===== config.mk =====
export PLATFORM = sky130hd
export DESIGN_NAME = float32_restoring_divider_unit_flat
export DESIGN_NICKNAME = d
export VERILOG_FILES = /design/src/sv/frd_pkg.sv /design/src/sv/frd_if.sv /design/src/sv/frd_cell.sv /design/src/sv/frd_pack.sv /design/src/sv/float32_restoring_divider_unit.sv /design/src/flat_wrapper.sv
export VERILOG_INCLUDE_DIRS = /design/src /design/src/sv
export SDC_FILE = /design/constraint.sdc
export NUM_CORES = 2
export LEC_CHECK = 0
export BUFFER_PORTS_ARGS = -buffer_cell sky130_fd_sc_hd__buf_2
export CAP_MARGIN = 20
export CORE_MARGIN = 5
export CORE_UTILIZATION = 63
export DETAILED_ROUTE_END_ITERATION = 16
export GPL_TIMING_DRIVEN = 0
export PLACE_DENSITY = 0.77
export SETUP_SLACK_MARGIN = 0.3
export SLEW_MARGIN = 10
export SYNTH_ARGS = -nofsm -noshare
export SYNTH_HDL_FRONTEND = slang
export SYNTH_SLANG_ARGS = --single-unit

===== constraint.sdc =====
create_clock -name clk -period 136.6 [get_ports clk]
set_input_delay 6.83 -clock clk [delete_from_list [all_inputs] [get_ports clk]]
set_output_delay 6.83 -clock clk [all_outputs]
set_load 0.01 [all_outputs]

===== src/sv/float32_restoring_divider_unit_assert.svh =====
// Assertion macros for the float32 restoring divider.
`ifndef FLOAT32_RESTORING_DIVIDER_UNIT_ASSERT_SVH
`define FLOAT32_RESTORING_DIVIDER_UNIT_ASSERT_SVH
// Implication checked on every clock, muted in reset.
`define FRD_ASSERT_IMP(label, clk, rst, ante, cons, msg) \
  label: assert property (@(posedge clk) disable iff (rst) (ante) |-> (cons)) else $error(msg);
// Next-cycle implication, muted in reset.
`define FRD_ASSERT_NEXT(label, clk, rst, ante, cons, msg) \
  label: assert property (@(posedge clk) disable iff (rst) (ante) |=> (cons)) else $error(msg);
`endif


===== src/sv/frd_pkg.sv =====
// Package: constants and stage types for the float32 restoring divider.
`default_nettype none
package frd_pkg;
  localparam int NSTEP = 25;
  localparam logic [31:0] DIV0_POS = 32'h4F000000;
  localparam logic [31:0] DIV0_NEG = 32'h4F800000;
  localparam logic [31:0] INF_POS  = 32'h7F800000;
  localparam logic [31:0] INF_NEG  = 32'hFF800000;
  localparam logic [9:0]  EXP_BIAS = 10'd126;

  // Word carried down the cell chain.
  typedef struct packed {
    logic        sign;
    logic        zdvs;   // divisor magnitude zero
    logic        zdvd;   // dividend magnitude zero
    logic signed [9:0] expv;
    logic [25:0] rem;
    logic [23:0] dvs;
    logic [24:0] q;
  } stage_t;
endpackage
`default_nettype wire


===== src/sv/frd_if.sv =====
// Valid/ready channel interfaces.
`default_nettype none
interface frd_in_if (input wire logic clk);
  logic valid;
  logic ready;
  logic [31:0] dividend_bits;
  logic [31:0] divisor_bits;
  modport source (output valid, dividend_bits, divisor_bits, input ready);
  modport sink (input valid, dividend_bits, divisor_bits, output ready);
endinterface

interface frd_out_if (input wire logic clk);
  logic valid;
  logic ready;
  logic [31:0] quotient_bits;
  logic overflow;
  modport source (output valid, quotient_bits, overflow, input ready);
  modport sink (input valid, quotient_bits, overflow, output ready);
endinterface
`default_nettype wire


===== src/sv/frd_cell.sv =====
// One restoring-division cell: one quotient bit per cycle while en is high.
`default_nettype none
module frd_cell
  import frd_pkg::*;
(
  input  wire logic   clk,
  input  wire logic   rst,
  input  wire logic   en,
  input  wire logic   vin,
  input  wire stage_t din,
  output logic        vout,
  output stage_t      dout
);
  stage_t nxt;
  logic   ge;
  always_comb begin
    nxt = din;
    ge = din.rem >= {2'b00, din.dvs};
    if (ge) begin
      nxt.rem = din.rem - {2'b00, din.dvs};
    end
    // quotient bits shift in from the bottom, MSB first
    nxt.q = {din.q[23:0], ge};
    nxt.rem = {nxt.rem[24:0], 1'b0};
  end
  always_ff @(posedge clk) begin
    if (rst) vout <= 1'b0;
    else if (en) vout <= vin;
    if (en) dout <= nxt;
  end
endmodule
`default_nettype wire


===== src/sv/frd_pack.sv =====
// Rounding, denormal shift and special-case packing.
`default_nettype none
module frd_pack
  import frd_pkg::*;
(
  input  wire stage_t    s,
  output logic [31:0]    qbits,
  output logic           ovf
);
  logic [5:0]  sh;
  logic [31:0] mant;
  logic signed [10:0] ef;
  logic [32:0] t;
  always_comb begin
    ovf = 1'b0;
    sh = '0;
    t = '0;
    if (s.expv < 0) begin
      if (s.expv < -10'sd30) mant = '0;
      else begin
        sh = 6'(1 - s.expv);
        t = {8'd0, s.q} + (33'd1 << (sh - 6'd1));
        mant = 32'(t >> sh);
      end
      ef = '0;
    end else begin
      ef = 11'(s.expv) + 11'sd1;
      mant = 32'(({7'd0, s.q} + 32'd1) >> 1);
    end
    mant = mant & 32'hFF7FFFFF;
    if (s.zdvs) qbits = s.sign ? DIV0_NEG : DIV0_POS;
    else if (s.zdvd) qbits = {s.sign, 31'd0};
    else if (ef < 11'sd255) qbits = {s.sign, 31'd0} | {1'b0, ef[7:0], 23'd0} | mant;
    else begin
      qbits = s.sign ? INF_NEG : INF_POS;
      ovf = 1'b1;
    end
  end
endmodule
`default_nettype wire


===== src/sv/float32_restoring_divider_unit.sv =====
// Top level: pipelined float32 restoring divider built from a cell chain.
// Stages from input accept to output valid: 1 setup stage,
//   25 division cells of one quotient bit each, 1 output register.
// Throughput: one word per cycle; the whole chain advances when the
//   output register is empty or being taken.
// Reset: rst (synchronous, high) clears all valid bits; payload not reset.
`default_nettype none
module float32_restoring_divider_unit
  import frd_pkg::*;
(
  input  wire logic clk,
  input  wire logic rst,
  frd_in_if.sink    in_ch,
  frd_out_if.source out_ch
);
  `include "float32_restoring_divider_unit_assert.svh"

  // Chain advances whenever the output slot can take a word.
  logic en;
  assign en = !out_ch.valid || out_ch.ready;
  assign in_ch.ready = en;

  // Setup stage: sign, exponent, pre-normalized mantissas.
  stage_t s0;
  logic   v0;
  logic [23:0] ma, mb;
  logic signed [9:0] ed;
  always_comb begin
    ma = {1'b1, in_ch.dividend_bits[22:0]};
    mb = {1'b1, in_ch.divisor_bits[22:0]};
    ed = $signed({2'b00, in_ch.dividend_bits[30:23]})
       - $signed({2'b00, in_ch.divisor_bits[30:23]}) + $signed(EXP_BIAS);
  end
  always_ff @(posedge clk) begin
    if (rst) v0 <= 1'b0;
    else if (en) v0 <= in_ch.valid;
    if (en) begin
      s0.sign <= in_ch.dividend_bits[31] ^ in_ch.divisor_bits[31];
      s0.zdvs <= in_ch.divisor_bits[30:0] == '0;
      s0.zdvd <= in_ch.dividend_bits[30:0] == '0;
      s0.dvs  <= mb;
      s0.q    <= '0;
      // Dividend below divisor: double it, lower the exponent.
      if (ma < mb) begin
        s0.rem  <= {1'b0, ma, 1'b0};
        s0.expv <= ed - 10'sd1;
      end else begin
        s0.rem  <= {2'b00, ma};
        s0.expv <= ed;
      end
    end
  end

  // Cell chain, MSB quotient bit first.
  stage_t sd [0:NSTEP];
  logic   vd [0:NSTEP];
  assign sd[0] = s0;
  assign vd[0] = v0;
  for (genvar i = 0; i < NSTEP; i++) begin : g_cell
    frd_cell u_cell (
      .clk(clk), .rst(rst), .en(en),
      .vin(vd[i]), .din(sd[i]), .vout(vd[i+1]), .dout(sd[i+1])
    );
  end

  logic [31:0] qb;
  logic        ov;
  frd_pack u_pack (.s(sd[NSTEP]), .qbits(qb), .ovf(ov));

  // Output register.
  always_ff @(posedge clk) begin
    if (rst) out_ch.valid <= 1'b0;
    else if (en) out_ch.valid <= vd[NSTEP];
    if (en) begin
      out_ch.quotient_bits <= qb;
      out_ch.overflow      <= ov;
    end
  end

  `FRD_ASSERT_NEXT(a_hold, clk, rst, out_ch.valid && !out_ch.ready, out_ch.valid && $stable(out_ch.quotient_bits), "stalled output changed")
  `FRD_ASSERT_IMP(a_ovf_inf, clk, rst, out_ch.valid && out_ch.overflow, out_ch.quotient_bits[30:0] == 31'h7F800000, "overflow without infinity")
  `FRD_ASSERT_IMP(a_ready, clk, rst, !out_ch.valid, in_ch.ready, "not ready with empty output")
endmodule
`default_nettype wire


===== src/flat_wrapper.sv =====
// flat-port wrapper written by rule: the top's interface ports become plain ports
module float32_restoring_divider_unit_flat import frd_pkg::*;
  (clk, rst, in_ch_valid, in_ch_dividend_bits, in_ch_divisor_bits, in_ch_ready, out_ch_valid, out_ch_quotient_bits, out_ch_overflow, out_ch_ready);
  frd_in_if in_ch_i (.clk(clk));
  frd_out_if out_ch_i (.clk(clk));
  input  wire logic clk;
  input  wire logic rst;
  input wire logic [$bits(in_ch_i.valid)-1:0] in_ch_valid;
  input wire logic [$bits(in_ch_i.dividend_bits)-1:0] in_ch_dividend_bits;
  input wire logic [$bits(in_ch_i.divisor_bits)-1:0] in_ch_divisor_bits;
  output wire logic [$bits(in_ch_i.ready)-1:0] in_ch_ready;
  output wire logic [$bits(out_ch_i.valid)-1:0] out_ch_valid;
  output wire logic [$bits(out_ch_i.quotient_bits)-1:0] out_ch_quotient_bits;
  output wire logic [$bits(out_ch_i.overflow)-1:0] out_ch_overflow;
  input wire logic [$bits(out_ch_i.ready)-1:0] out_ch_ready;
  assign in_ch_i.valid = in_ch_valid;
  assign in_ch_i.dividend_bits = in_ch_dividend_bits;
  assign in_ch_i.divisor_bits = in_ch_divisor_bits;
  assign in_ch_ready = in_ch_i.ready;
  assign out_ch_valid = out_ch_i.valid;
  assign out_ch_quotient_bits = out_ch_i.quotient_bits;
  assign out_ch_overflow = out_ch_i.overflow;
  assign out_ch_i.ready = out_ch_ready;
  float32_restoring_divider_unit u_core (.clk(clk), .rst(rst), .in_ch(in_ch_i), .out_ch(out_ch_i));
endmodule

==> metrics.csv <==
stage,metric,value,unit
run_status,status,completed,
sta,Worst slew margin,27.3,%
drt,final wirelength,234000,um
setup_path,Worst Setup SP,out_ch_ready,
setup_path,worst r2r src,u_core.g_cell[24].u_cell.dout[76]$_DFFE_PP_,
grt,grt ovf,0,
synthesis,unique cell type count in the Yosys netlist,100,
synthesis,Mean Syn Cell Area,11.9,um^2
clock_tree,Post-CTS Setup Bufs,0,
synthesis,Yosys warning total,0,
clock_tree,# hold bufs at CTS,0,
synthesis,cell taking the most area after synthesis,edfxtp_1,
clock_tree,Post-CTS Resized,0,
sta,Least-Margin Pin Slew,1.08,ns
synthesis,Mapped Nets,9051,
flow_run,max-cap violation count,0,
pwr,VDD IR max,0.0179,mV
sta,Clock Skews,0.0432,ns
floorplanning,io pins,103,
placement,port bufs,101,
sta,final hold violations,0,
finish,synthesis-to-finish area growth,10.8,%
grt,gr usage total,28.3,%
finish,# fillers,10941,
clock_tree,Skew-Pair Late Insertion Delay,0.82,ns
finish,Sequential cell area,57500,um^2
sta,RSZ-0062 raised after global routing,false,
synthesis,Seq cells post-synth,1923,
placement,GP Congestion,0.930,
drt,drt wl/cell,21.6,um
sta,Fin Setup TNS,0,ns
setup_path,"Max FO, Critical Path",66,
drt,Final ANT Viol Nets,0,
placement,DP HPWL,174000,um
grt,first-pass GRT wire length,362000,um
sta,Final Max Tran Viols,0,
min_path,hold path startpoint,u_core.g_cell[20].u_cell.dout[75]$_DFFE_PP_,
floorplanning,Die H,405,um
setup_path,Worst setup EP type,primary output,
clock_tree,clock buffer depth,3,
floorplanning,Starting Density,63.2,%
grt,met1 usage,37.8,%
sta,Max Clock Freq,0.0562,GHz
sta,count of final setup violators,0,
drt,via count,65540,
drt,1st-iter DRT viols,6123,
setup_path,Critical Path RT,129.77,ns
finish,post-route cell area,109000,um^2
sta,crit path time final,17.78,ns
drt,number of optimization iterations in the first detailed-route pass,6,
clock_tree,Clock Tree Root,clkbuf_16,
setup_path,crit path DAT,10.95,ns
synthesis,Post-synth top flop,edfxtp_1,
synthesis,Commonest cells post-synth,"edfxtp_1 (1,896), inv_1 (771), a21oi_1 (645)",
floorplanning,FP Rows,145,
setup_path,Setup crit start kind,primary input,
synthesis,cell count after synthesis,8313,
grt,met3 Usage GRT,3.85,%
clock_tree,CTS Sinks,1923,
min_path,worst min path class,reg -> reg,
drt,post-DR vias/cell,6.03,
grt,GR Util met2,47.7,%
pwr,Lkg Pwr,0.0445,uW
sta,"Period Utilization, post-route",13.0,%
grt,grt peak-use layer,met2,
clock_tree,Num CTS Buffers,192,
synthesis,Post-synth EDFFs,1896,
finish,nets,9381,
grt,antenna violations before repair,5,
clock_tree,H-Tree Depth,4,
floorplanning,core area,156000,um^2
synthesis,most frequent cell after synthesis,edfxtp_1,
pwr,Power Dens Cells,24.7,nW/um^2
clock_tree,TritonCTS clock tree,built,
clock_tree,"Reg clk slew, reported paths",0.06,ns
floorplanning,die width,405,um
synthesis,fraction of registers with async set/reset,0,%
grt,largest net degree at the start of global routing,70,
synthesis,Synth area leaders,"edfxtp_1 (58%), ha_1 (8.2%), a21oi_1 (3.3%)",
floorplanning,die area,164000,um^2
synthesis,Mapped Area,98500,um^2
drt,drt drc,0,
grt,vias in the first global route,63929,
synthesis,sequential element share of the synthesized area,58.3,%
finish,layout cell share with drive strength beyond 1,7.83,%
placement,DP Area,102000,um^2
setup_path,WS Path Type,in -> out,
finish,area of the multi-input gates,37500,um^2
synthesis,area share of the largest cell type after synthesis,57.8,%
==> routing by layer <==
metal	up-vias	wire length, um
li1	31153	-
met1	31637	97900
met2	2253	113000
met3	497	13500
met4	0	9630
met5	-	0
==> final cells by class <==
type	instances	share of cell area, %
Sequential cell	1923	52.6
Multi-Input combinational cell	5450	34.4
Clock buffer	235	4.65
Inverter	774	2.66
Tap cell	2058	2.36
Clock inverter	120	1.48
Timing Repair Buffer	136	1.25
Buffer	166	0.586
Antenna cell	3	0.00688
==> state kept, by name (all words and copies together), names as in the netlist <==
register / flops
u_core.out_ch.overflow: 1
u_core.out_ch.valid: 1
u_core.v0: 1
u_core.g_cell.u_cell.vout: 25
u_core.out_ch.quotient_bits: 32
u_core.g_cell.u_cell.dout: 1802
u_core.s0: 61
==> where the power goes <==
part           switching (uW)  leakage, uW  internal (uW)
sequential                114       0.0200            910
clock                     229      0.00322            321
combinational             665       0.0213            456
==> path summary, 6_finish.rpt <==
path | endpoint | slack [ns] | cells after the start
setup / recovery | in_ch_ready | 118.82 | 14
hold / removal | u_core.g_cell[21].u_cell.dout[75]$_DFFE_PP_ | 0.40 | 0
setup reg to reg | u_core.out_ch.quotient_bits[15]$_SDFFCE_PP0P_ | 126.99 | 23
hold reg to reg | u_core.g_cell[21].u_cell.dout[75]$_DFFE_PP_ | 0.40 | 0
==> worst max-delay path: stages <==
cell and delay [ns]:
buf_2 0.08, nor2b_1 0.04, clkbuf_1 0.23, clkinv_1 0.23, clkbuf_4 0.68, buf_16 0.31
buf_12 0.29, buf_12 0.27, buf_16 0.32, buf_16 0.33, buf_16 0.30, buf_16 0.29
buf_12 0.30, buf_2 0.18
==> metrics by stage <==
stage	power [uW]	setup WS [ns]	util, %	cells	hold slack, ns
6_report	2700	118.82	70.1	10865	0.397
5_1_grt	2860	118.47	70.1	10865	0.407
4_1_cts	2690	118.80	70.0	10860	0.391
3_5_place_dp	2120	118.83	65.7	10505	0.405
3_3_place_gp	2090	49.37	65.2	10472	0.400
2_1_floorplan	1790	71.44	-	8313	0.400
==> cells by family after synthesis <==
logic type / share of synthesized area, %
simple gates: 10.0
compound gates: 12.2
xor+xnor: 4.87
buf+inv: 3.59
mux: 2.27
flops: 58.3
fa+ha+maj: 8.71
==> cell usage in the layout (no fill, tap or decap), types with 113 or more instances in the layout <==
| master | count |
|---|---|
| edfxtp_1 | 1896 |
| inv_1 | 771 |
| a21oi_1 | 645 |
| ha_1 | 644 |
| nand2_1 | 637 |
| nor2_1 | 591 |
| o21ai_0 | 480 |
| xnor2_1 | 314 |
| xor2_1 | 231 |
| clkbuf_16 | 196 |
| a21o_1 | 192 |
| clkbuf_1 | 171 |
| mux2_2 | 158 |
| nor3_1 | 155 |
| nand3_1 | 118 |
| nand2b_1 | 113 |
(Power assumes the default switching activity.)
